[src/rtl/core/pt2d_pkg.sv]
// shared types, constants and tables for the 2d point transform
package pt2d_pkg;

   localparam int CORDIC_STAGES = 16;
   localparam int STAGES_USED   = (CORDIC_STAGES < 8) ? 8 :
                                  ((CORDIC_STAGES > 24) ? 24 : CORDIC_STAGES);

   localparam int COORD_W    = 16;
   localparam int DIFF_W     = COORD_W + 1;
   localparam int GUARD_BITS = 12;
   localparam int GAIN_BITS  = 30;
   localparam int WORK_W     = 32;
   localparam int PROD_W     = WORK_W + GAIN_BITS + 1;
   localparam int FINAL_W    = 24;
   localparam int SHIFT_W    = 5;
   localparam int CSR_IDX_W  = 3;
   localparam int SCALE_FRAC = 12;

   typedef enum logic [1:0] {
      OP_ROTATE    = 2'd0,
      OP_TRANSLATE = 2'd1,
      OP_SCALE     = 2'd2,
      OP_PASS      = 2'd3
   } op_type;

   typedef enum logic [CSR_IDX_W-1:0] {
      REG_ANGLE   = 3'd0,
      REG_REF_X   = 3'd1,
      REG_REF_Y   = 3'd2,
      REG_SCALE_X = 3'd3,
      REG_SCALE_Y = 3'd4
   } csr_idx_type;

   typedef struct packed {
      logic        [COORD_W-1:0] angle;
      logic signed [COORD_W-1:0] ref_x;
      logic signed [COORD_W-1:0] ref_y;
      logic signed [COORD_W-1:0] scale_x;
      logic signed [COORD_W-1:0] scale_y;
   } cfg_type;

   typedef struct packed {
      op_type                   op;
      logic signed [WORK_W-1:0] x;
      logic signed [WORK_W-1:0] y;
      logic signed [WORK_W-1:0] z;
   } cell_type;

   typedef struct packed {
      logic signed [COORD_W-1:0] x_out;
      logic signed [COORD_W-1:0] y_out;
      logic                      saturated;
   } result_type;

   // atan(2^-i) in units of 2^32 per turn
   localparam logic signed [WORK_W-1:0] ATAN_TURN32 [0:23] = '{
      32'sd536870912, 32'sd316933406, 32'sd167458907, 32'sd85004756,
      32'sd42667331,  32'sd21354465,  32'sd10679838,  32'sd5340245,
      32'sd2670163,   32'sd1335087,   32'sd667544,    32'sd333772,
      32'sd166886,    32'sd83443,     32'sd41721,     32'sd20861,
      32'sd10430,     32'sd5215,      32'sd2608,      32'sd1304,
      32'sd652,       32'sd326,       32'sd163,       32'sd81
   };

   // inverse cordic gain, q30, for 8 to 24 stages
   localparam logic [GAIN_BITS-1:0] GAIN_Q30 [0:16] = '{
      30'd652039507, 30'd652034532, 30'd652033289, 30'd652032978,
      30'd652032900, 30'd652032881, 30'd652032876, 30'd652032874,
      30'd652032874, 30'd652032874, 30'd652032874, 30'd652032874,
      30'd652032874, 30'd652032874, 30'd652032874, 30'd652032874,
      30'd652032874
   };

   localparam logic [GAIN_BITS-1:0] GAIN = GAIN_Q30[STAGES_USED-8];

   localparam logic signed [PROD_W-1:0] ROT_HALF =
      PROD_W'(1) << (GAIN_BITS + GUARD_BITS - 1);
   localparam logic signed [PROD_W-1:0] SCALE_HALF = PROD_W'(1) << (SCALE_FRAC - 1);

   localparam logic signed [FINAL_W-1:0] SAT_MAX = FINAL_W'(32767);
   localparam logic signed [FINAL_W-1:0] SAT_MIN = -FINAL_W'(32768);

endpackage

[src/rtl/core/pt2d_front.sv]
// input stage: pivot offset, quarter turn, translate sum, scale products
module pt2d_front (
   input  logic                                 clock,
   input  logic                                 reset,
   input  logic                                 advance,
   input  logic                                 in_valid,
   input  logic [1:0]                           in_op,
   input  logic signed [pt2d_pkg::COORD_W-1:0]  in_x,
   input  logic signed [pt2d_pkg::COORD_W-1:0]  in_y,
   input  pt2d_pkg::cfg_type                    cfg,
   output logic                                 out_valid,
   output pt2d_pkg::cell_type                   out_data
);

   logic                                 valid_ff, valid_in;
   pt2d_pkg::cell_type                   data_ff, data_in;
   logic signed [pt2d_pkg::DIFF_W-1:0]   dx, dy, qx, qy;
   logic        [pt2d_pkg::COORD_W-1:0]  ang_sum, resid;
   logic        [1:0]                    quad;
   logic signed [2*pt2d_pkg::COORD_W-1:0] prod_x, prod_y;
   pt2d_pkg::op_type                     op;

   always_comb begin
      op      = pt2d_pkg::op_type'(in_op);
      dx      = pt2d_pkg::DIFF_W'(in_x) - pt2d_pkg::DIFF_W'(cfg.ref_x);
      dy      = pt2d_pkg::DIFF_W'(in_y) - pt2d_pkg::DIFF_W'(cfg.ref_y);
      ang_sum = cfg.angle + pt2d_pkg::COORD_W'(8192);
      quad    = ang_sum[pt2d_pkg::COORD_W-1 -: 2];
      resid   = cfg.angle - {quad, 14'd0};
      prod_x  = in_x * cfg.scale_x;
      prod_y  = in_y * cfg.scale_y;

      // exact quarter turns before the fine rotation
      unique case (quad)
         2'd0: begin qx = dx;  qy = dy;  end
         2'd1: begin qx = -dy; qy = dx;  end
         2'd2: begin qx = -dx; qy = -dy; end
         default: begin qx = dy; qy = -dx; end
      endcase

      data_in.op = op;
      data_in.z  = {resid, 16'd0};
      unique case (op)
         pt2d_pkg::OP_ROTATE: begin
            data_in.x = pt2d_pkg::WORK_W'(qx) <<< pt2d_pkg::GUARD_BITS;
            data_in.y = pt2d_pkg::WORK_W'(qy) <<< pt2d_pkg::GUARD_BITS;
         end
         pt2d_pkg::OP_TRANSLATE: begin
            data_in.x = pt2d_pkg::WORK_W'(pt2d_pkg::DIFF_W'(in_x) +
                                          pt2d_pkg::DIFF_W'(cfg.ref_x));
            data_in.y = pt2d_pkg::WORK_W'(pt2d_pkg::DIFF_W'(in_y) +
                                          pt2d_pkg::DIFF_W'(cfg.ref_y));
         end
         pt2d_pkg::OP_SCALE: begin
            data_in.x = pt2d_pkg::WORK_W'(prod_x);
            data_in.y = pt2d_pkg::WORK_W'(prod_y);
         end
         default: begin
            data_in.x = pt2d_pkg::WORK_W'(in_x);
            data_in.y = pt2d_pkg::WORK_W'(in_y);
         end
      endcase
      valid_in = in_valid;
   end

   always_ff @(posedge clock) begin
      if (reset) begin
         valid_ff <= 1'b0;
      end else if (advance) begin
         valid_ff <= valid_in;
      end
      if (advance) begin
         data_ff <= data_in;
      end
   end

   assign out_valid = valid_ff;
   assign out_data  = data_ff;

endmodule

[config.mk]
export PLATFORM = sky130hd
export DESIGN_NAME = pt2d_front
export DESIGN_NICKNAME = d
export VERILOG_FILES = /design/src/rtl/core/pt2d_pkg.sv /design/src/rtl/core/pt2d_front.sv
export SDC_FILE = /design/constraint.sdc
export NUM_CORES = 2
export LEC_CHECK = 0
export BUFFER_PORTS_ARGS = -buffer_cell sky130_fd_sc_hd__buf_4
export CORE_UTILIZATION = 58
export CTS_CLUSTER_DIAMETER = 100
export DETAILED_ROUTE_END_ITERATION = 7
export GPL_TIMING_DRIVEN = 0
export PLACE_DENSITY_LB_ADDON = 0.1
export SYNTH_ARGS = -nofsm -noshare
export SYNTH_HDL_FRONTEND = slang
export SYNTH_SLANG_ARGS = --single-unit
[constraint.sdc]
create_clock -name clock -period 6.07 [get_ports clock]
set_input_delay 0.3035 -clock clock [delete_from_list [all_inputs] [get_ports clock]]
set_output_delay 0.3035 -clock clock [all_outputs]
set_load 0.03 [all_outputs]
---- After elaboration in Yosys (flattened, before gate mapping) ----
Cells that the tools add are included.
cells by class
  multipliers ............................. 2
  equality and inequality tests ........... 4
  reduce and logical (&&, ||, !) cells .... 2
  add/sub/neg operators ................... 8
  mux-type cells .......................... 3
operators by type and width
  operator                                                                number
  64-bit case mux with 3 select lines                                     1
  17-bit case mux with 3 select lines                                     2
  16-bit by 16-bit multiplier with 32-bit output                          2
  16-bit by 16-bit adder with 17-bit output                               2
  17-bit negation                                                         2
  16-bit by 16-bit subtractor with 17-bit output                          2
  16-bit by 14-bit adder with 16-bit output (second input constant)       1
  16-bit subtractor                                                       1
  2-bit by 1-bit equality test with 1-bit output (second input constant)  2
  2-bit equality test (second input constant)                             2
  2-bit zero test                                                         2
word-level totals
  bits in registers ....................... 83
  input port bits ......................... 118
  word-level logic and storage cells ...... 24

---- Longest topological paths before layout ----
  word-level depth ........................ 4
  depth in mapped cells ................... 25

---- Worst setup path after synthesis ----
Ideal clock, no wire load.
  kind .................................... input -> register
  start ................................... in in_y[11] (netlist name)
  end ..................................... reg data_ff (netlist bit out_data[63]), data pin
  stages on the path ...................... 23
  data arrival time ....................... 6.193 ns
  buffers on the path ..................... 2
  setup slack ............................. -0.377 ns
  data required time ...................... 5.816 ns
  cells stage by stage .................... clkbuf_1 > nand2_1 > fa_1 > fa_1 > fa_1 > inv_1 > fa_1 > fa_1 > inv_1 > fa_1 > inv_1 > ha_1 > clkbuf_1 > a21o_1 > a221oi_1 > nor2b_1 > nor4_1 > nor3b_1 > o31a_1 > o41ai_1 > o21ai_0 > xnor2_1 > a21o_1
RTL lines
  what                  line              text
  from (decl)           pt2d_front.sv:9   input logic signed [pt2d_pkg::COORD_W-1:0] in_y,
  to (signal assigned)  pt2d_front.sv:73  data_ff <= data_in;
  to (decl)             pt2d_front.sv:16  pt2d_pkg::cell_type data_ff, data_in;

==> impl.org <==
** Synth
- After synthesis, the share of flip-flops with an asynchronous set or reset is 0%.
- During synthesis, Yosys emitted a total of 0 warnings.
- Mean area per synthesized cell :: 8.97 um^2
- Netlist Area Pre-Place :: 0.0278 mm^2
- Proportion of synthesized chip area in sequential cells :: around 8.9%
- The synthesized design spends more area on one cell type than any other, namely fa_1.
- The share of synthesized area in the top cell type comes to 38.0%.
- Count of flip-flops with a built-in enable after synthesis :: 82
- Unique cell type count in the Yosys netlist :: 82
- List of most frequent post-synthesis cells :: inv_1 (635), fa_1 (528), nand2_1 (322)
- Most area-consuming cells after synthesis :: fa_1 (38%), ha_1 (10%), edfxtp_1 (8.9%)
- Most frequently used cell type in the post-synthesis netlist :: inv_1
- Cell count after synthesis :: 3096
- Counting flops and latches in the post-synthesis netlist gives 83.
- In the synthesized netlist the dominant register cell turns out to be edfxtp_1.

** Timing
- For the final database, setup skew stands at 0 ns.
- Final Hold Violating Endpoints :: 0
- For the pin with the worst max-slew slack, the measured transition is 1.20 ns.
- Total of endpoints with negative setup slack in the final report :: 5
- The number of max-slew violations in the final report came to 0.
- After layout, the worst path uses 103% of the clock period.
- Setup repair after global routing missed its margin :: true
- Once routing completed, OpenROAD measured the worst setup slack at -0.173 ns.
- Maximum clock rate :: 0.160 GHz
- Measured against its own limit, the worst slew margin works out to 19.8%.
- Final Critical Period :: 6.24 ns

** Layout
- In the final layout, the share of cells above drive strength 1 is 13.9%.
- At the end of the flow, the number of nets in the layout was around 4200.
- Relative to the synthesized area, the layout overhead comes to 15.2%.
- Final-layout fill cell count :: 3845
- Once layout is done, the placed cells without fillers occupy between 0.03 and 0.04 mm^2.

** Global routing
- Global routing used 35.8% of the available tracks across all layers.
- Initial antenna violation count :: 5
- Wire length of the first global-routing pass :: 133000 um
- Global routing finished with a remaining overflow of 0.
- Pin count of the biggest net entering global routing :: 84
- The via count of the first global-routing pass came to 23935.

** Route
- Using the TritonRoute via totals, the vias-per-cell ratio works out to slightly below 6.
- Summed over all layers, the routed wires come to 84900 um.
- Number of design rule violations left after detail routing :: 42
- In this run the remaining antenna-violating nets after routing total 0.
- After detailed routing, the average wire length per cell comes to about 21 um.
- For this block, the via count after detailed routing is ~23000.
- The first detailed-routing pass took 8 iterations.
- For this block, the initial DRC count from the detailed router was 2144.

** Critical path
- In this run the critical register-to-register path is launched from out_valid$_SDFFE_PP0P_.
- The most critical setup path has its endpoint at out_data[59]$_DFFE_PP_.
- Element type at the critical path start :: primary input
- STA classifies the critical path endpoint as a register.
- Register-to-Register Path Depth :: 2
- Register-to-Register Setup Slack :: approximately 5.5 ns
- Maximum net fanout on the critical path :: 7
- For the worst setup path, the data arrival time is between 6 and 7 ns.
- Capturing point of the worst reg2reg path :: out_valid$_SDFFE_PP0P_
- Required time of the critical path :: 6.16 ns
- Crit Path Category :: in -> reg
- Worst setup path start :: in_y[6]

** Clock network
- Clock Root Buffer :: clkbuf_16
- Hold repair after CTS inserted 0 buffers.
- Bufs on Longest Clock Path :: 2
- Clock transition at path regs :: 0.06 ns
- H-tree depth :: 3
- Clock tree from TritonCTS :: done
- Num Clock Sinks :: 83
- CTS buffer count :: 9
- Clock latency on the worst-skew pair :: 0.37 ns

** Floorplan
- From left edge to right edge, the die measures 221 um.
- Number of top-level pins :: 217
- The initial utilization of the core area, before any placement, comes to 59.3%.
- The die is between 200 and 250 um tall.
- Area of the core :: 0.0469 mm^2
- The die covers 0.0488 mm^2.
- Floorplan row count :: 79

** Hold path
- Number of cells on the worst hold path :: 2
- In this run the worst hold path is classified as in -> reg.
- Beginning of the worst hold path :: reset

** Run status
- The final reports fail on DRC, setup timing.
- Run status :: finished, violations left

** Placement
- IO buf count :: 200
- Detailed placement finished with a half-perimeter wire length of 70500 um.
- After detailed placement, the total cell area comes to 0.0302 mm^2.
- Routability-driven placement finished with a final weighted congestion of 0.982.

** Run
- The tool flagged a number of max-cap violations equal to 0.
per-stage QoR:
step	utilization [%]	hold slack, ns	setup slack (ns)	setup TNS (ns)	std cells
after floorplan	-	0.376	-0.0116	-0.0116	3111
after global placement	64.4	0.461	-1.35	-25.54	3918
after detailed placement	64.4	0.475	-1.42	-27.74	3918
after CTS	67.2	0.0720	0.000687	0	3944
after global routing	68.3	0.0831	-0.300	-1.38	3961
final	68.3	0.0812	-0.173	-0.489	3963
sequential cells by signal, summed over array words and instances, names as in the netlist:
name / count
out_valid: 1
out_data: 82
routing by layer:
metal  vias up  GRT usage [%]  wire length, um
met5         -              0               19
met4         2           10.9             2620
met3       159           8.55             8670
met2      1081           54.4            37800
met1     11695           50.9            35800
li1      10215              -                -
cell type report:
type                            instances  area (um^2)  area share (%)
Inverter                              636         2390            7.48
Buffer                                127         1150            3.60
Clock buffer                            9          225           0.704
Multi-Input combinational cell       2253        23000            71.8
Tap cell                              607          759            2.37
Timing Repair Buffer                  239         1920            6.00
Antenna cell                            2         5.00          0.0156
Sequential cell                        83         2480            7.76
Clock inverter                          7         98.8           0.309
worst min path at each step:
stage                        endpoint
2_1_floorplan  out_valid$_SDFFE_PP0P_
3_3_place_gp   out_valid$_SDFFE_PP0P_
3_5_place_dp   out_valid$_SDFFE_PP0P_
4_1_cts        out_valid$_SDFFE_PP0P_
5_1_grt        out_valid$_SDFFE_PP0P_
6_report       out_valid$_SDFFE_PP0P_
cells by family after synthesis:
logic type | synth area share, %
DFF | 8.93
xor gates and xnor gates | 4.35
other | 0.0135
buffers and inverters | 10.8
muxes | 1.33
and+or+nand+nor | 15.2
AOI/OAI and AO/OA | 10.9
adders and majority gates | 48.5
timing repair:
item	CTS	global route
buffers inserted	20	18
resized for setup	194	128
cloned	1	0
setup endpoints to repair	31	23
pin swaps	34	53
worst max-delay path: stages:
cell and delay (ns):
buf_12 0.11, clkbuf_16 0.16, buf_6 0.12, and2_4 0.15
fa_1 0.57, fa_1 0.45, fa_1 0.55, fa_1 0.52
fa_1 0.53, inv_2 0.04, fa_1 0.51, inv_2 0.05
ha_4 0.25, a21o_1 0.18, a21oi_2 0.14, o21ai_2 0.12
nor4_2 0.25, buf_4 0.19, nor3b_2 0.05, o31a_1 0.33
or3_1 0.34, nand3_2 0.10, o311a_1 0.23, o31ai_4 0.10
layout by cell type, fill, tap and decap left out, drive strengths merged, types with 28 or more instances in the layout:
cell / synthesis / final
a21o: 40 / 40
a21oi: 122 / 122
and2: 253 / 253
buf: 27 / 288
clkbuf: 112 / 87
edfxtp: 82 / 82
fa: 528 / 528
ha: 232 / 232
inv: 635 / 637
nand2: 322 / 322
nand2b: 28 / 28
nand3: 29 / 29
nor2: 118 / 118
nor3: 30 / 30
o211ai: 29 / 29
o21ai: 83 / 83
xnor2: 94 / 94
xor2: 44 / 44
Power is left out: the tool's default activity adds up to more than one toggle a clock period on the data nets, which glitch-free logic cannot reach.
