## config.mk

```make
export PLATFORM = sky130hd
export DESIGN_NAME = pt2d_back
export DESIGN_NICKNAME = d
export VERILOG_FILES = /design/src/rtl/core/pt2d_pkg.sv /design/src/rtl/core/pt2d_back.sv
export SDC_FILE = /design/constraint.sdc
export NUM_CORES = 2
export LEC_CHECK = 0
export ABC_AREA = 1
export BUFFER_PORTS_ARGS = -buffer_cell sky130_fd_sc_hd__buf_4
export CORE_ASPECT_RATIO = 0.9
export CORE_MARGIN = 10
export CORE_UTILIZATION = 30
export DETAILED_ROUTE_END_ITERATION = 8
export HOLD_SLACK_MARGIN = 0.02
export PLACE_DENSITY = 0.47
export SLEW_MARGIN = 20
export SYNTH_ARGS = -nofsm -noshare
export SYNTH_HDL_FRONTEND = slang
export SYNTH_SLANG_ARGS = --single-unit
export TNS_END_PERCENT = 1
```

## constraint.sdc

```tcl
create_clock -name clock -period 10.7 [get_ports clock]
set_clock_uncertainty 0.05 [all_clocks]
set_input_delay 1.07 -clock clock [delete_from_list [all_inputs] [get_ports clock]]
set_output_delay 1.07 -clock clock [all_outputs]
set_load 0.03 [all_outputs]
```

## src/rtl/core/pt2d_pkg.sv

```systemverilog
// shared types, constants and tables for the 2d point transform
package pt2d_pkg;

   localparam int CORDIC_STAGES = 16;
   localparam int STAGES_USED   = (CORDIC_STAGES < 8) ? 8 :
                                  ((CORDIC_STAGES > 24) ? 24 : CORDIC_STAGES);

   localparam int COORD_W    = 16;
   localparam int DIFF_W     = COORD_W + 1;
   localparam int GUARD_BITS = 12;
   localparam int GAIN_BITS  = 30;
   localparam int WORK_W     = 32;
   localparam int PROD_W     = WORK_W + GAIN_BITS + 1;
   localparam int FINAL_W    = 24;
   localparam int SHIFT_W    = 5;
   localparam int CSR_IDX_W  = 3;
   localparam int SCALE_FRAC = 12;

   typedef enum logic [1:0] {
      OP_ROTATE    = 2'd0,
      OP_TRANSLATE = 2'd1,
      OP_SCALE     = 2'd2,
      OP_PASS      = 2'd3
   } op_type;

   typedef enum logic [CSR_IDX_W-1:0] {
      REG_ANGLE   = 3'd0,
      REG_REF_X   = 3'd1,
      REG_REF_Y   = 3'd2,
      REG_SCALE_X = 3'd3,
      REG_SCALE_Y = 3'd4
   } csr_idx_type;

   typedef struct packed {
      logic        [COORD_W-1:0] angle;
      logic signed [COORD_W-1:0] ref_x;
      logic signed [COORD_W-1:0] ref_y;
      logic signed [COORD_W-1:0] scale_x;
      logic signed [COORD_W-1:0] scale_y;
   } cfg_type;

   typedef struct packed {
      op_type                   op;
      logic signed [WORK_W-1:0] x;
      logic signed [WORK_W-1:0] y;
      logic signed [WORK_W-1:0] z;
   } cell_type;

   typedef struct packed {
      logic signed [COORD_W-1:0] x_out;
      logic signed [COORD_W-1:0] y_out;
      logic                      saturated;
   } result_type;

   // atan(2^-i) in units of 2^32 per turn
   localparam logic signed [WORK_W-1:0] ATAN_TURN32 [0:23] = '{
      32'sd536870912, 32'sd316933406, 32'sd167458907, 32'sd85004756,
      32'sd42667331,  32'sd21354465,  32'sd10679838,  32'sd5340245,
      32'sd2670163,   32'sd1335087,   32'sd667544,    32'sd333772,
      32'sd166886,    32'sd83443,     32'sd41721,     32'sd20861,
      32'sd10430,     32'sd5215,      32'sd2608,      32'sd1304,
      32'sd652,       32'sd326,       32'sd163,       32'sd81
   };

   // inverse cordic gain, q30, for 8 to 24 stages
   localparam logic [GAIN_BITS-1:0] GAIN_Q30 [0:16] = '{
      30'd652039507, 30'd652034532, 30'd652033289, 30'd652032978,
      30'd652032900, 30'd652032881, 30'd652032876, 30'd652032874,
      30'd652032874, 30'd652032874, 30'd652032874, 30'd652032874,
      30'd652032874, 30'd652032874, 30'd652032874, 30'd652032874,
      30'd652032874
   };

   localparam logic [GAIN_BITS-1:0] GAIN = GAIN_Q30[STAGES_USED-8];

   localparam logic signed [PROD_W-1:0] ROT_HALF =
      PROD_W'(1) << (GAIN_BITS + GUARD_BITS - 1);
   localparam logic signed [PROD_W-1:0] SCALE_HALF = PROD_W'(1) << (SCALE_FRAC - 1);

   localparam logic signed [FINAL_W-1:0] SAT_MAX = FINAL_W'(32767);
   localparam logic signed [FINAL_W-1:0] SAT_MIN = -FINAL_W'(32768);

endpackage

```

## src/rtl/core/pt2d_back.sv

```systemverilog
// gain multiply stage, then rounding, pivot add-back and saturation
module pt2d_back (
   input  logic                   clock,
   input  logic                   reset,
   input  logic                   advance,
   input  logic                   in_valid,
   input  pt2d_pkg::cell_type     in_data,
   input  pt2d_pkg::cfg_type      cfg,
   output logic                   out_valid,
   output pt2d_pkg::result_type   out_result
);

   logic                                valid_ff, valid_in;
   pt2d_pkg::op_type                    op_ff, op_in;
   logic signed [pt2d_pkg::PROD_W-1:0]  wx_ff, wx_in, wy_ff, wy_in;
   logic signed [pt2d_pkg::PROD_W-1:0]  gain_s;
   logic signed [pt2d_pkg::FINAL_W-1:0] fx, fy, sx, sy;
   logic                                flag_x, flag_y;

   function automatic logic signed [pt2d_pkg::FINAL_W-1:0] finish(
      input pt2d_pkg::op_type                  op,
      input logic signed [pt2d_pkg::PROD_W-1:0] w,
      input logic signed [pt2d_pkg::COORD_W-1:0] ref_v
   );
      logic signed [pt2d_pkg::PROD_W-1:0]  rr;
      logic signed [pt2d_pkg::FINAL_W-1:0] v;
      unique case (op)
         pt2d_pkg::OP_ROTATE: begin
            rr = (w + pt2d_pkg::ROT_HALF) >>> (pt2d_pkg::GAIN_BITS + pt2d_pkg::GUARD_BITS);
            v  = pt2d_pkg::FINAL_W'(rr) + pt2d_pkg::FINAL_W'(ref_v);
         end
         pt2d_pkg::OP_SCALE: begin
            rr = (w + pt2d_pkg::SCALE_HALF) >>> pt2d_pkg::SCALE_FRAC;
            v  = pt2d_pkg::FINAL_W'(rr);
         end
         default: begin
            rr = w;
            v  = pt2d_pkg::FINAL_W'(rr);
         end
      endcase
      return v;
   endfunction

   always_comb begin
      gain_s   = pt2d_pkg::PROD_W'({1'b0, pt2d_pkg::GAIN});
      valid_in = in_valid;
      op_in    = in_data.op;
      if (in_data.op == pt2d_pkg::OP_ROTATE) begin
         wx_in = pt2d_pkg::PROD_W'(in_data.x) * gain_s;
         wy_in = pt2d_pkg::PROD_W'(in_data.y) * gain_s;
      end else begin
         wx_in = pt2d_pkg::PROD_W'(in_data.x);
         wy_in = pt2d_pkg::PROD_W'(in_data.y);
      end
   end

   always_ff @(posedge clock) begin
      if (reset) begin
         valid_ff <= 1'b0;
      end else if (advance) begin
         valid_ff <= valid_in;
      end
      if (advance) begin
         op_ff <= op_in;
         wx_ff <= wx_in;
         wy_ff <= wy_in;
      end
   end

   always_comb begin
      fx     = finish(op_ff, wx_ff, cfg.ref_x);
      fy     = finish(op_ff, wy_ff, cfg.ref_y);
      flag_x = (fx > pt2d_pkg::SAT_MAX) || (fx < pt2d_pkg::SAT_MIN);
      flag_y = (fy > pt2d_pkg::SAT_MAX) || (fy < pt2d_pkg::SAT_MIN);
      priority if (fx > pt2d_pkg::SAT_MAX) sx = pt2d_pkg::SAT_MAX;
      else if (fx < pt2d_pkg::SAT_MIN) sx = pt2d_pkg::SAT_MIN;
      else sx = fx;
      priority if (fy > pt2d_pkg::SAT_MAX) sy = pt2d_pkg::SAT_MAX;
      else if (fy < pt2d_pkg::SAT_MIN) sy = pt2d_pkg::SAT_MIN;
      else sy = fy;
      out_result.x_out     = pt2d_pkg::COORD_W'(sx);
      out_result.y_out     = pt2d_pkg::COORD_W'(sy);
      out_result.saturated = flag_x | flag_y;
   end

   assign out_valid = valid_ff;

endmodule

```

# ---- After elaboration in Yosys (flattened, before gate mapping)
# Cells that the tools add are included.
dict set report op_classes {
  add_sub_neg 6
  multipliers 2
  div 0
  order_cmp 4
  n_eq_ne 1
  n_shift 0
  mux 8
  n_bitwise 1
  reduce_logical 4
}
# operator n
set op_table {}
lappend op_table {{63-bit by 43-bit adder with 63-bit output, second input constant} 2}
lappend op_table {{63-bit 2-to-1 mux} 2}
lappend op_table {{32-bit by 30-bit multiplier with 62-bit output, second input constant} 2}
lappend op_table {{24-bit case mux with 2 select lines} 2}
lappend op_table {{36-bit by 13-bit adder with 36-bit output, second input constant} 2}
lappend op_table {{16-bit 2-to-1 mux} 4}
lappend op_table {{24-bit by 16-bit greater-than comparator with 1-bit output, second input constant} 2}
lappend op_table {{24-bit by 16-bit < comparator with 1-bit output, second input constant} 2}
lappend op_table {{21-bit by 16-bit adder with 22-bit output} 2}
lappend op_table {{2-bit logical NOT} 2}
lappend op_table {{2-bit equality test, second input constant} 1}
lappend op_table {{1-bit logical OR} 2}
lappend op_table {{1-bit OR} 1}
dict set report word_totals {
  reg_bits 129
  latchBits 0
  ramBits 0
  rom_bits 0
  in_bits 182
  output_inout_bits 34
  wordCells 32
  memories 0
}

# ---- Logic depth before layout (Yosys ltp)
dict set report depth {
  depth_word 6
  depth_mapped 33
  depth_no_buf 32
}

# ---- Worst setup path before layout
# Ideal clock, no wire load.
dict set report synth_timing {
  path_kind {input-to-reg}
  start {in in_data[95] (netlist bit)}
  end {reg wx_ff[62] (netlist bit), data pin}
  setup_ps 264
  t_arrival_ps 7480
  required_time_ps 10386
  path_slack_ps 2906
  cell_stages 21
  path_buffers 1
  path_cell_list {clkbuf_1 -> clkinv_1 -> o21ai_0 -> fa_1 -> fa_1 -> fa_1 -> fa_1 -> inv_1 -> fa_1 -> inv_1 -> ha_1 -> nand2_1 -> nor2_1 -> inv_1 -> nor4_1 -> nand3_1 -> nand3_1 -> a21oi_1 -> xor2_1 -> nand2_1 -> nand2_1}
}
dict set report synth_via {
  elab_chain_cells 2
}
# element line
set synth_lines {}
lappend synth_lines {{start: declaration} pt2d_back.sv:7} ;# input pt2d_pkg::cell_type in_data,
lappend synth_lines {{32-bit by 30-bit multiplier with 62-bit output} pt2d_back.sv:49} ;# wx_in = pt2d_pkg::PROD_W'(in_data.x) * gain_s;
lappend synth_lines {{63-bit 2-to-1 mux (*)} pt2d_back.sv:48} ;# if (in_data.op == pt2d_pkg::OP_ROTATE) begin
lappend synth_lines {{via wx_in, one bit} pt2d_back.sv:15} ;# logic signed [pt2d_pkg::PROD_W-1:0] wx_ff, wx_in, wy_ff, wy_in;
lappend synth_lines {{end signal: assignment} pt2d_back.sv:65} ;# wx_ff <= wx_in;
lappend synth_lines {{end: declaration} pt2d_back.sv:15}
# The timed path passes the listed nets; every way through them passes the cells marked *.
# A chain may end at the register's enable or synchronous reset.

# ---- Final worst setup path
dict set report layout_timing {
  start {in in_data[74] (netlist bit)}
  end {reg wx_ff[58] (netlist bit), data pin}
}
dict set report layout_via {
  elab_chain_cells 2
}
# element line
set layout_lines {}
lappend layout_lines {{32-bit by 30-bit multiplier with 62-bit output} pt2d_back.sv:49}
lappend layout_lines {{63-bit 2-to-1 mux} pt2d_back.sv:48}
lappend layout_lines {{via wx_in, one bit} pt2d_back.sv:15}
# The timed path passes the listed nets, and every way through them passes these cells.

==> results.cfg <==
[yosys]
syn_area_sq_um = 51580
synth.avg_cell_area_sq_um = 8.064
ys_async_sr_fraction = 0
postSynthCellCount = 6396
synthesis.nets = 8203
yosys_warnings = 0
ys_types = 61
synth_edf_count = 118
ys_ff_latch = 119
synthFlopType = edfxtp_1
seq_area_frac_synth = 0.06909

[final_layout]
register_area_sq_um = 3563
nets = 8307
fin_cells = 8777
multiInputGateArea_sq_um = 40610
drive_above_1_share = 0.04545
final_util = 0.3266
syn2layout_area_growth_pct = 8.272
fill_cells = 18350

[clocking]
root_buffer = clkbuf_16
ctsHoldBuffers = 0
path_clk_slew_ps = 80
htreeDepth = 4
cts_buffers = 17
postCtsSetupBuffers = 0
clk_path_buf_depth = 2
cts_resized = 0
cts_sinks = 119
cts_tree = built
worstSkewPairLatency_ps = 440

[detailed_routing]
drt_wl_total_mm = 182.3
via_per_inst = 4.625
drcViolationCount = 0
vias = 40590
wl_per_cell_microns = 20.77
first_iter_violations = 3003
first_pass_iters = 6
detail-route-antenna-nets = 0

[sta]
finalCritPeriodShare = 0.7639
setup_violations = 0
worst_slew_pin_slew_ps = 970.0
slew_headroom = 0.3526
min_period_ps = 8174
fmax_mhz = 122.3
slew_violations = 0
fin_setup_tns_ps = 0
grt_setup_unrepaired = false
finalHoldViolCount = 0

[worst_setup_path]
reg2reg_slack_ps = 10060
crit_top_cell = inv_1
crit_required_ps = 10790
end_kind = register
cp_max_fo = 9
critPathMaxStageDelay_ps = 600
criticalPathCategory = input pin to register
cp_slowest_cell = fa_1
path_buf_inv = 8
path_delay_family = adder cells
crit_arrival_ps = 8260
worstSetupStartpointType = input pin

[die]
pin_count = 216
dieArea_sq_um = 188900
die_y_microns = 413.4
coreArea_sq_um = 171000
initial_core_util = 0.3017
rows = 144
die_w_microns = 457.1

[run_status]
status = complete, no violations

[placement]
io_buffers = 135
post-place-cells = 8744
place_congestion = 0.9373
detailed_place_hpwl_mm = 164.5

[global_routing]
track_usage = 0.1915
antenna_found_initial = 4
grt_pass1_vias = 42410
grt_max_degree = 66
grt_pass1_wl_mm = 273.1
gr-total-overflow = 0

[job]
max_cap_violations = 0

[min_path]
hold_class = register to register
## worst paths after layout
path	from	to	depth (start not counted)
setup / recovery	in_data[74]	wx_ff[58]	28
hold / removal	out_valid	out_valid	2
setup reg to reg	out_valid	out_valid	2
hold reg to reg	out_valid	out_valid	2
## state kept, by name, indices dropped and copies added (netlist names)
register	count
wx_ff	58
wy_ff	58
op_ff	2
out_valid	1
## through the flow
step	hold slack, ps	setup slack, ps	area (sq um)
final	463.6	2526	55840
after global placement	423.9	2182	55230
after CTS	472.0	2591	55840
after detailed placement	447.9	2159	55230
after floorplan	579.9	2906	51580
after global routing	533.1	2300	55840
## cell usage in the layout (no fill, tap or decap), types with 7 or more instances in the layout
master and count:
o21bai_1 56, edfxtp_1 118, clkbuf_16 17, nand2_1 952, o221ai_1 8, a31oi_1 36
nand3_2 7, nand3_1 179, o22ai_1 9, or2_2 30, nor2_1 334, o21ai_0 213
ha_1 778, xnor2_1 104, inv_1 1885, and3_1 8, nand2_2 30, a21oi_1 279
nor3_1 26, inv_2 12, xor2_1 214, nor4_1 17, fa_1 847, nand4_1 41
a221oi_1 17, buf_4 145, nor2_2 21, a21o_1 37, nand3b_1 10
## cells in the mapped netlist (all sizes together) (8+ instances only)
cell,number,area share
inv,1897,0.14
nand2,985,0.074
fa,847,0.33
ha,778,0.19
nor2,358,0.027
a21oi,279,0.027
o21ai,219,0.021
xor2,214,0.036
nand3,186,0.019
edfxtp,118,0.069
xnor2,104,0.018
o21bai,57,0.0084
clkbuf,48,0.0035
nand4,42,0.0052
a21o,37,0.0054
a31oi,36,0.0044
or2,33,0.0040
nor3,32,0.0038
nor4,18,0.0023
a221oi,17,0.0029
buf,12,0.0019
nand3b,11,0.0018
a21boi,9,0.0013
o22ai,9,0.0011
and3,8,0.00097
o221ai,8,0.0014
## worst min-delay path, stage by stage, from the launching register on
cell     delay (ps)
dfxtp_1         340
mux2i_1          70
nor2_1           80
## metal layers
metal / share of wire / up-vias / GRT usage
met2: 0.42 / 1011 / 0.2916
li1: - / 19600 / -
met1: 0.51 / 19890 / 0.2921
met4: 0.013 / 0 / 0.02680
met3: 0.061 / 90 / 0.02616
met5: 0 / - / 0
## logic make-up after synthesis
group / count (synthesis) / synth area share
muxes: 1 / 0.0001941
AOI/OAI and AO/OA: 695 / 0.07709
DFF: 119 / 0.06909
buffers and inverters: 1960 / 0.1437
and+or+nand+nor: 1678 / 0.1384
adders and majority gates: 1625 / 0.5175
xor gates and xnor gates: 318 / 0.05400
## layout make-up
cell class,count,share of cell area
diodes,1,0.00004481
inverters,1900,0.1278
well taps,2263,0.05070
clock buffers,17,0.007618
repair buffers,145,0.01949
multi-input cells,4317,0.7272
flip-flops and latches,119,0.06381
clock inverters,15,0.003383
Power is not shown: default switching activity piles up to over one toggle a cycle in this logic, so the estimate is an artifact.
