[src/rtl/core/pt2d_pkg.sv]
// shared types, constants and tables for the 2d point transform
package pt2d_pkg;

   localparam int CORDIC_STAGES = 16;
   localparam int STAGES_USED   = (CORDIC_STAGES < 8) ? 8 :
                                  ((CORDIC_STAGES > 24) ? 24 : CORDIC_STAGES);

   localparam int COORD_W    = 16;
   localparam int DIFF_W     = COORD_W + 1;
   localparam int GUARD_BITS = 12;
   localparam int GAIN_BITS  = 30;
   localparam int WORK_W     = 32;
   localparam int PROD_W     = WORK_W + GAIN_BITS + 1;
   localparam int FINAL_W    = 24;
   localparam int SHIFT_W    = 5;
   localparam int CSR_IDX_W  = 3;
   localparam int SCALE_FRAC = 12;

   typedef enum logic [1:0] {
      OP_ROTATE    = 2'd0,
      OP_TRANSLATE = 2'd1,
      OP_SCALE     = 2'd2,
      OP_PASS      = 2'd3
   } op_type;

   typedef enum logic [CSR_IDX_W-1:0] {
      REG_ANGLE   = 3'd0,
      REG_REF_X   = 3'd1,
      REG_REF_Y   = 3'd2,
      REG_SCALE_X = 3'd3,
      REG_SCALE_Y = 3'd4
   } csr_idx_type;

   typedef struct packed {
      logic        [COORD_W-1:0] angle;
      logic signed [COORD_W-1:0] ref_x;
      logic signed [COORD_W-1:0] ref_y;
      logic signed [COORD_W-1:0] scale_x;
      logic signed [COORD_W-1:0] scale_y;
   } cfg_type;

   typedef struct packed {
      op_type                   op;
      logic signed [WORK_W-1:0] x;
      logic signed [WORK_W-1:0] y;
      logic signed [WORK_W-1:0] z;
   } cell_type;

   typedef struct packed {
      logic signed [COORD_W-1:0] x_out;
      logic signed [COORD_W-1:0] y_out;
      logic                      saturated;
   } result_type;

   // atan(2^-i) in units of 2^32 per turn
   localparam logic signed [WORK_W-1:0] ATAN_TURN32 [0:23] = '{
      32'sd536870912, 32'sd316933406, 32'sd167458907, 32'sd85004756,
      32'sd42667331,  32'sd21354465,  32'sd10679838,  32'sd5340245,
      32'sd2670163,   32'sd1335087,   32'sd667544,    32'sd333772,
      32'sd166886,    32'sd83443,     32'sd41721,     32'sd20861,
      32'sd10430,     32'sd5215,      32'sd2608,      32'sd1304,
      32'sd652,       32'sd326,       32'sd163,       32'sd81
   };

   // inverse cordic gain, q30, for 8 to 24 stages
   localparam logic [GAIN_BITS-1:0] GAIN_Q30 [0:16] = '{
      30'd652039507, 30'd652034532, 30'd652033289, 30'd652032978,
      30'd652032900, 30'd652032881, 30'd652032876, 30'd652032874,
      30'd652032874, 30'd652032874, 30'd652032874, 30'd652032874,
      30'd652032874, 30'd652032874, 30'd652032874, 30'd652032874,
      30'd652032874
   };

   localparam logic [GAIN_BITS-1:0] GAIN = GAIN_Q30[STAGES_USED-8];

   localparam logic signed [PROD_W-1:0] ROT_HALF =
      PROD_W'(1) << (GAIN_BITS + GUARD_BITS - 1);
   localparam logic signed [PROD_W-1:0] SCALE_HALF = PROD_W'(1) << (SCALE_FRAC - 1);

   localparam logic signed [FINAL_W-1:0] SAT_MAX = FINAL_W'(32767);
   localparam logic signed [FINAL_W-1:0] SAT_MIN = -FINAL_W'(32768);

endpackage

[src/rtl/core/pt2d_cell.sv]
// one cordic micro-rotation cell; other operations pass through untouched
module pt2d_cell (
   input  logic                                 clock,
   input  logic                                 reset,
   input  logic                                 advance,
   input  logic [pt2d_pkg::SHIFT_W-1:0]         shift,
   input  logic signed [pt2d_pkg::WORK_W-1:0]   atan,
   input  logic                                 in_valid,
   input  pt2d_pkg::cell_type                   in_data,
   output logic                                 out_valid,
   output pt2d_pkg::cell_type                   out_data
);

   logic                                valid_ff, valid_in;
   pt2d_pkg::cell_type                  data_ff, data_in;
   logic signed [pt2d_pkg::WORK_W-1:0]  xs, ys;

   always_comb begin
      xs       = in_data.x >>> shift;
      ys       = in_data.y >>> shift;
      data_in  = in_data;
      valid_in = in_valid;
      if (in_data.op == pt2d_pkg::OP_ROTATE) begin
         if (!in_data.z[pt2d_pkg::WORK_W-1]) begin
            data_in.x = in_data.x - ys;
            data_in.y = in_data.y + xs;
            data_in.z = in_data.z - atan;
         end else begin
            data_in.x = in_data.x + ys;
            data_in.y = in_data.y - xs;
            data_in.z = in_data.z + atan;
         end
      end
   end

   always_ff @(posedge clock) begin
      if (reset) begin
         valid_ff <= 1'b0;
      end else if (advance) begin
         valid_ff <= valid_in;
      end
      if (advance) begin
         data_ff <= data_in;
      end
   end

   assign out_valid = valid_ff;
   assign out_data  = data_ff;

endmodule

[config.mk]
export PLATFORM = sky130hd
export DESIGN_NAME = pt2d_cell
export DESIGN_NICKNAME = d
export VERILOG_FILES = /design/src/rtl/core/pt2d_pkg.sv /design/src/rtl/core/pt2d_cell.sv
export SDC_FILE = /design/constraint.sdc
export NUM_CORES = 1
export LEC_CHECK = 0
export BUFFER_PORTS_ARGS = -buffer_cell sky130_fd_sc_hd__buf_2
export CAP_MARGIN = 0
export CORE_MARGIN = 2
export CORE_UTILIZATION = 60
export CTS_CLUSTER_DIAMETER = 60
export CTS_CLUSTER_SIZE = 16
export DETAILED_ROUTE_END_ITERATION = 10
export PLACE_DENSITY = 0.84
export SYNTH_ARGS = -nofsm -noshare
export SYNTH_HDL_FRONTEND = slang
export SYNTH_SLANG_ARGS = --single-unit
[constraint.sdc]
create_clock -name clock -period 7.87 [get_ports clock]
set_input_delay 0.3935 -clock clock [delete_from_list [all_inputs] [get_ports clock]]
set_output_delay 0.3935 -clock clock [all_outputs]
set_load 0.1 [all_outputs]
Yosys cells after proc, flatten, opt, wreduce, memory -nomap -nowiden
Index checks and enable logic that the tools add are counted.
{"block": "totals", "register_bits": 99, "latch_bits": 0, "ramBits": 0, "romBits": 0, "in_bits": 139, "out_inout_bits": 99, "elab_cells": 16, "memories": 0}
{"block": "classes", "add_sub_neg": 6, "multipliers": 0, "n_div": 0, "order_cmp": 0, "n_eq_ne": 0, "shift": 2, "n_mux": 2, "bitwise_logic": 0, "reduce_logical": 1}
{"op": "2-to-1 mux 96 bit", "count": 2}
{"op": "adder 32 bit", "count": 3}
{"op": "subtractor 32 bit", "count": 3}
{"op": ">>> shifter 32 x 5 -> 32 bit", "count": 2}
{"op": "zero test 2 bit", "count": 1}

Depth between registers and ports, before layout
Gate-level depths: netlist of the first run.
{"block": "depth", "depth_word": 4, "ltp_mapped": 31, "ltp_nobuf": 24}

Worst setup path before layout of the first run
Ideal clock, no wire load.
{"block": "synth_timing", "path_kind": "input to register", "startpoint": "input port shift[1] (netlist name)", "endpoint": "register data_ff, in the netlist out_data[94] (data pin)", "setup_time_ps": 267, "t_arrival_ps": 5752, "required_ps": 7603, "slack_ps": 1851, "cell_stages": 31, "n_path_buf": 8, "cell_sequence": "buf_2 > buf_2 > buf_6 > buf_4 > buf_6 > buf_4 > buf_6 > buf_2 > mux4_2 > mux2i_1 > nor2_1 > a21oi_1 > ha_1 > nand3_1 > nor2_1 > a31oi_1 > mux2_2 > nand2_1 > o21ai_0 > ha_1 > nand3_1 > o221ai_1 > a21oi_1 > nand2_1 > a211oi_1 > o41ai_1 > a21o_1 > a21oi_1 > o21ai_0 > xnor2_1 > o21ai_0"}
{"element": "from (decl)", "line": "pt2d_cell.sv:6", "text": "input logic [pt2d_pkg::SHIFT_W-1:0] shift,"}
{"element": "to (signal assigned)", "line": "pt2d_cell.sv:43", "text": "data_ff <= data_in;"}
{"element": "to (decl)", "line": "pt2d_cell.sv:15", "text": "pt2d_pkg::cell_type data_ff, data_in;"}

==> results of run 1 <==
power breakdown:
group | switching, mW | internal [mW] | total (mW)
Sequential | 0.0161 | 0.662 | 0.678
Combinational | 1.34 | 0.629 | 1.97
Clock | 0.242 | 0.251 | 0.493
Total | 1.60 | 1.54 | 3.14
final cells by class:
type | count | area (sq um) | area share, %
Antenna cell | 1 | 2.50 | 0.0150
Multi-Input combinational cell | 1527 | 11400 | 68.5
Tap cell | 324 | 405 | 2.43
Sequential cell | 99 | 2960 | 17.8
Inverter | 37 | 139 | 0.833
Clock inverter | 6 | 72.6 | 0.435
Timing Repair Buffer | 269 | 1450 | 8.68
Clock buffer | 10 | 229 | 1.37
cells in the final DEF, fill, tap and decap left out, types with 8 or more instances in the layout:
master | netlist | routed
buf_2 | 21 | 234
nand2_1 | 203 | 203
nor2_1 | 147 | 146
a21oi_1 | 138 | 138
o21ai_0 | 129 | 129
ha_1 | 103 | 103
edfxtp_1 | 98 | 98
xor2_1 | 94 | 94
xnor2_1 | 77 | 77
mux4_2 | 52 | 52
mux2i_1 | 50 | 50
a21o_1 | 46 | 46
mux2_2 | 38 | 38
inv_1 | 34 | 34
buf_4 | 3 | 34
nor3_1 | 30 | 30
o21a_1 | 27 | 27
nand3_1 | 22 | 22
a31oi_1 | 22 | 22
nand2b_1 | 21 | 21
nor2b_1 | 18 | 18
a211oi_1 | 17 | 17
o22ai_1 | 16 | 16
and3_1 | 16 | 16
and2_1 | 14 | 14
o211ai_1 | 14 | 14
o31ai_1 | 13 | 13
mux2_4 | 12 | 12
nor4_1 | 12 | 12
a211o_1 | 11 | 11
or2_2 | 11 | 10
a2111oi_0 | 10 | 10
o21bai_1 | 9 | 9
clkbuf_16 | 0 | 9
nor3b_1 | 8 | 8
o221ai_1 | 8 | 8
o31a_1 | 8 | 8
flip-flops by register name (all words and copies together) (netlist names):
name / cells
out_valid: 1
out_data: 98
synthesized netlist by cell type (8+ instances only):
library cell    n
a2111oi_0      10
a211o_1        11
a211oi_1       17
a21o_1         46
a21oi_1       138
a31oi_1        22
and2_1         14
and3_1         16
buf_1          15
buf_2          21
buf_6           9
clkbuf_1       48
edfxtp_1       98
ha_1          103
inv_1          34
mux2_2         38
mux2_4         12
mux2i_1        50
mux4_2         52
nand2_1       203
nand2b_1       21
nand3_1        22
nor2_1        147
nor2b_1        18
nor3_1         30
nor3b_1         8
nor4_1         12
o211ai_1       14
o21a_1         27
o21ai_0       129
o21bai_1        9
o221ai_1        8
o22ai_1        16
o31a_1          8
o31ai_1        13
or2_2          11
xnor2_1        77
xor2_1         94
worst max-delay path: stages:
cell and delay (ns):
buf_4 0.63, buf_4 0.34, mux4_2 0.62, inv_1 0.09, o221ai_1 0.14, nor3_1 0.42
ha_1 0.25, nor2_1 0.06, xor2_1 0.23, ha_1 0.32, a21o_1 0.21, a211o_1 0.32
a2111oi_0 0.71, a211oi_1 0.29, o211ai_1 0.32, a21o_1 0.21, o21ai_0 0.15, o31a_1 0.32
nor4_1 0.38, mux2i_1 0.25, nand2_1 0.08
worst paths after layout:
path,from,endpoint,slack (ns),depth (start not counted)
setup reg to reg,out_valid$_SDFFE_PP0P_,out_valid$_SDFFE_PP0P_,7.28,2
setup / recovery,shift[0],out_data[62]$_DFFE_PP_,1.15,21
hold / removal,reset,out_valid$_SDFFE_PP0P_,0.17,2
hold reg to reg,out_valid$_SDFFE_PP0P_,out_valid$_SDFFE_PP0P_,0.51,2
layer usage:
layer / vias up / global-route usage, % / routed length [microns]
li1: 7020 / - / -
met5: - / 0 / 13
met2: 1054 / 63.8 / 24100
met4: 2 / 17.0 / 2570
met3: 195 / 8.09 / 5770
met1: 7350 / 53.2 / 21500
cell families after synthesis:
kind of cell	after synthesis	synth area share (%)
xor gates and xnor gates	171	9.96
DFF	99	19.7
AOI/OAI and AO/OA	553	24.2
adders and majority gates	106	8.97
muxes	160	16.0
buffers and inverters	136	4.39
and+or+nand+nor	537	16.8
==> flow_metrics.tcl, run 1 <==
set metrics [dict create \
    avgSynthCellArea_sq_um 8.53 \
    syn-cell-area_sq_um 15000 \
    die-area_sq_um 26300 \
    rsz0062_at_grt "no" \
    drv_slew 0 \
    synth_cell_type_count 97 \
    cts-root-buf "clkbuf_16" \
    postRouteWirelength_mm 54.0 \
    synth.area.top_cells "edfxtp_1 (20%), ha_1 (8.6%), mux4_2 (7.8%)" \
    antenna_left 0 \
    yosysTopAreaCellShare_pct 19.6 \
    grt_usage_pct 40.1 \
    place_congestion 1.05 \
    fin_cells 2273 \
    period_share_pct 85.3 \
    maxCapViolations 0 \
    postCtsResizedCells 0 \
    yosysTopAreaCell "edfxtp_1" \
    synth_fp_nets 2007 \
    fin_util_pct 68.2 \
    port_buffers 237 \
    numCtsBuffers 9 \
    drc 0 \
    postSynthRegisterBits 99 \
    place_ws_ns 0.951 \
    dr.pass1.iters 6 \
    path_class "in2reg" \
    first_global_vias 14600 \
    fin_setup_tns_ns 0 \
    first_iter_violations 1982 \
    fmax_ghz 0.149 \
    status "completed" \
    synthCells 1762 \
    dpl_cell_area_sq_um 16400 \
    postCtsHoldBufs 0 \
    worstPathArrival_ns 6.82 \
    clk_latency_ns 0.37 \
    dp_hpwl_mm 41.3 \
    routed_via_density 6.87 \
    skew_ns 0 \
    yosys_warnings 0 \
    start_kind "primary input" \
    fp.dieH_microns 162 \
    hold_viol 0 \
    hold_class "in2reg" \
    fin_crit_ns 6.72 \
    die_w_microns 162 \
    finalNetCount 2188 \
    power.leakage_nw 7.16 \
    synth-edff-count 98 \
    cts_sinks 99 \
    clk_path_buf_depth 2 \
    ys.flop_type "edfxtp_1" \
    wl_per_cell_microns 23.8 \
    path_max_fanout 60 \
    cts.clk_slew.worst_paths_ns 0.09 \
    start_util_pct 61.4 \
    async_flop_share_pct 0 \
    ys_seq_area_share_pct 19.7 \
    post_cts_buffers 0 \
    core_sq_um 24500 \
    power.total_mw 3.14 \
    tightest_slew_ns 1.12 \
    grt_first_pass_wirelength_mm 82.3 \
    row_count 57 \
    fin_area_sq_um 16700 \
    overflow 0 \
    syn2layout_area_growth_pct 10.9 \
    finalSetupViolCount 0 \
    hold_slack_ns 0.172 \
    nFillCells 2003 \
    slew_headroom_pct 24.7 \
    finalWorstSetupSlack_ns 1.15 \
    antenna_found_initial 2 \
    powerDensity_nw_per_um2 188 \
    cts_tree "yes" \
    grt_start_max_net_pins 94 \
    via_count 15600 \
    worstSetupEndpointType "flop" \
    dpl.cell_count 2256 \
    htree_levels 3 \
    ios 238 \
    vdd_drop_max_mv 0.151 \
    cp.required_ns 7.98 \
    drive_gt1_share_pct 21.6 \
]
(Power assumes the default switching activity.)
==> run 2, diff against run 1 <==
--- a/config.mk
+++ b/config.mk
@@ -5,6 +5,7 @@
 export SDC_FILE = /design/constraint.sdc
 export NUM_CORES = 1
 export LEC_CHECK = 0
+export ABC_AREA = 1
 export BUFFER_PORTS_ARGS = -buffer_cell sky130_fd_sc_hd__buf_2
 export CAP_MARGIN = 0
 export CORE_MARGIN = 2
@@ -13,6 +14,7 @@
 export CTS_CLUSTER_SIZE = 16
 export DETAILED_ROUTE_END_ITERATION = 10
 export PLACE_DENSITY = 0.84
+export SKIP_LAST_GASP = 1
 export SYNTH_ARGS = -nofsm -noshare
 export SYNTH_HDL_FRONTEND = slang
 export SYNTH_SLANG_ARGS = --single-unit
==> flow_metrics.tcl, run 2 <==
set metrics [dict create \
    async_flop_share_pct 0 \
    finalSetupViolCount 0 \
    worstPathArrival_ns 6.03 \
    clk_latency_ns 0.37 \
    cts-root-buf "clkbuf_16" \
    synth_most_common_cell "nand2_1" \
    syn2layout_area_growth_pct 10.4 \
    fin_setup_tns_ns 0 \
    r2r_start "out_valid$_SDFFE_PP0P_" \
    cts.clk_slew.worst_paths_ns 0.09 \
    htree_levels 3 \
    numCtsBuffers 9 \
    r2r_end "out_valid$_SDFFE_PP0P_" \
    vdd_drop_max_mv 0.143 \
    port_buffers 237 \
    tightest_slew_ns 1.16 \
    whs_path_depth 2 \
    cp_top_family "simple AND/OR/NAND/NOR gates" \
    antenna_left 0 \
    ys.flop_type "edfxtp_1" \
    rsz0062_at_grt "no" \
    path_max_fanout 61 \
    yosys_warnings 0 \
    layout_commonest_cell "nand2_1" \
    grt_start_max_net_pins 75 \
    postCtsHoldBufs 0 \
    die_w_microns 162 \
    ios 238 \
    antenna_found_initial 1 \
    finalNetCount 2882 \
    overflow 0 \
    avgSynthCellArea_sq_um 6.04 \
    clk_path_buf_depth 2 \
    worstSetupEndpointType "flop" \
    cp.required_ns 8.01 \
    dp_hpwl_mm 40.9 \
    synth_cell_type_count 49 \
    largest_reg_flops 98 \
    start_kind "primary input" \
    rr_worst_depth 2 \
    critPathMaxStageDelay_ns 1.00 \
    start_util_pct 61.2 \
    dr.pass1.iters 7 \
    hold_class "in2reg" \
    power.total_mw 3.07 \
    synthCells 2471 \
    fin_crit_ns 5.89 \
    maxCapViolations 0 \
    drv_slew 0 \
    slew_headroom_pct 22.1 \
    fin_cells 2967 \
    via_count 18100 \
    dpl_cell_area_sq_um 16200 \
    cts_sinks 99 \
    wl_per_cell_microns 17.7 \
    grt_first_pass_wirelength_mm 81.8 \
    routed_via_density 6.09 \
    layout_common_cells "nand2_1 (759), nand3_1 (433), buf_2 (236)" \
    yosysTopAreaCell "edfxtp_1" \
    grt_usage_pct 38.7 \
    syn-cell-area_sq_um 14900 \
    cpMostUsedCell "nand2_1" \
    synth-edff-count 98 \
    powerDensity_nw_per_um2 187 \
    cp_slowest_cell "nor4_1" \
    drive_gt1_share_pct 12.5 \
    fin_area_sq_um 16500 \
    crit_chain "buf_2 > inv_2 > nand3_1 > nand2_1 > nand2_1 > nand3_1 > nand3_1 > nand2_1 > ha_1 > nand3b_4 > nor2_2 > nand2_2 > o21ai_1 > nand2_1 > xor2_1 > ha_1 > nand2_1 > nor4_1 > nand3_1 > nand3_1 > a21oi_1 > and2_1 > o21ai_0 > nand2_1" \
    ys_seq_area_share_pct 19.9 \
    path_buf_inv 2 \
    die-area_sq_um 26100 \
    status "completed" \
    postRouteWirelength_mm 52.5 \
    min_to "out_valid$_SDFFE_PP0P_" \
    synthTopCellsByCount "nand2_1 (759), nand3_1 (433), nor2_1 (215), inv_1 (190), a21oi_1 (143)" \
    synth.area.top_cells "edfxtp_1 (20%), nand2_1 (19%), nand3_1 (15%)" \
    dpl.cell_count 2950 \
    post_cts_buffers 0 \
    first_global_vias 16100 \
    synth_fp_nets 2716 \
    power.leakage_nw 8.33 \
    yosysTopAreaCellShare_pct 19.7 \
    row_count 57 \
    place_congestion 0.988 \
    core_sq_um 24400 \
    hold_viol 0 \
    postSynthRegisterBits 99 \
    postCtsResizedCells 0 \
    first_iter_violations 2538 \
    period_share_pct 74.8 \
    fp.dieH_microns 162 \
    drc 0 \
    r2r_setup_slack_ns 7.28 \
    skew_ns 0 \
    cts_tree "yes" \
    fmax_ghz 0.170 \
    worstHoldStart "reset" \
    path_class "in2reg" \
]
[run 2: routing by layer]
metal / share of wire [%] / vias to the layer above / track usage, %
met5: 0 / - / 0
met4: 3.2 / 0 / 12.2
met3: 10 / 153 / 6.13
met2: 45 / 1132 / 63.8
met1: 42 / 8117 / 52.1
li1: - / 8653 / -
[run 2: final cells by class]
type / instances / area [sq um]
well taps: 324 / 405
clock inverters: 7 / 67.6
fillers: 2257 / 7920
diodes: 1 / 2.50
repair buffers: 249 / 1280
clock buffers: 9 / 225
multi-input cells: 2078 / 10800
inverters: 200 / 752
flip-flops and latches: 99 / 2960
[run 2: logic make-up after synthesis]
| family | after synthesis | share of synthesized area, % |
|---|---|---|
| xor gates and xnor gates | 114 | 6.69 |
| DFF | 99 | 19.9 |
| buffers and inverters | 294 | 7.95 |
| and+or+nand+nor | 1511 | 43.5 |
| muxes | 1 | 0.0671 |
| AOI/OAI and AO/OA | 346 | 12.8 |
| adders and majority gates | 106 | 9.04 |
[run 2: worst max path at each step]
| stage | start | to | slack (ns) | depth (start not counted) |
|---|---|---|---|---|
| after global routing | shift[1] | out_data[90]$_DFFE_PP_ | 1.83 | 24 |
| final | shift[1] | out_data[90]$_DFFE_PP_ | 1.98 | 24 |
| after CTS | shift[1] | out_data[90]$_DFFE_PP_ | 2.27 | 24 |
| after detailed placement | shift[1] | out_data[90]$_DFFE_PP_ | 1.89 | 24 |
| after floorplan | shift[1] | out_data[90]$_DFFE_PP_ | 3.90 | 25 |
| after global placement | shift[1] | out_data[90]$_DFFE_PP_ | 1.82 | 24 |
[run 2: through the flow]
step / setup WS, ns / utilization, % / hold slack (ns)
after floorplan: 3.90 / - / 0.466
after detailed placement: 1.89 / 66.3 / 0.484
after global routing: 1.83 / 67.5 / 0.169
after global placement: 1.82 / 66.3 / 0.470
after CTS: 2.27 / 67.5 / 0.159
final: 1.98 / 67.5 / 0.164
[run 2: worst reg2reg max path, stage by stage (launching register included)]
cell and delay, ns:
dfxtp_1 0.31, mux2i_1 0.12, nor2_1 0.05
[run 2: where the power goes]
group | switching (mW) | internal, mW
clock | 0.260 | 0.225
combinational | 1.40 | 0.515
sequential | 0.0156 | 0.657
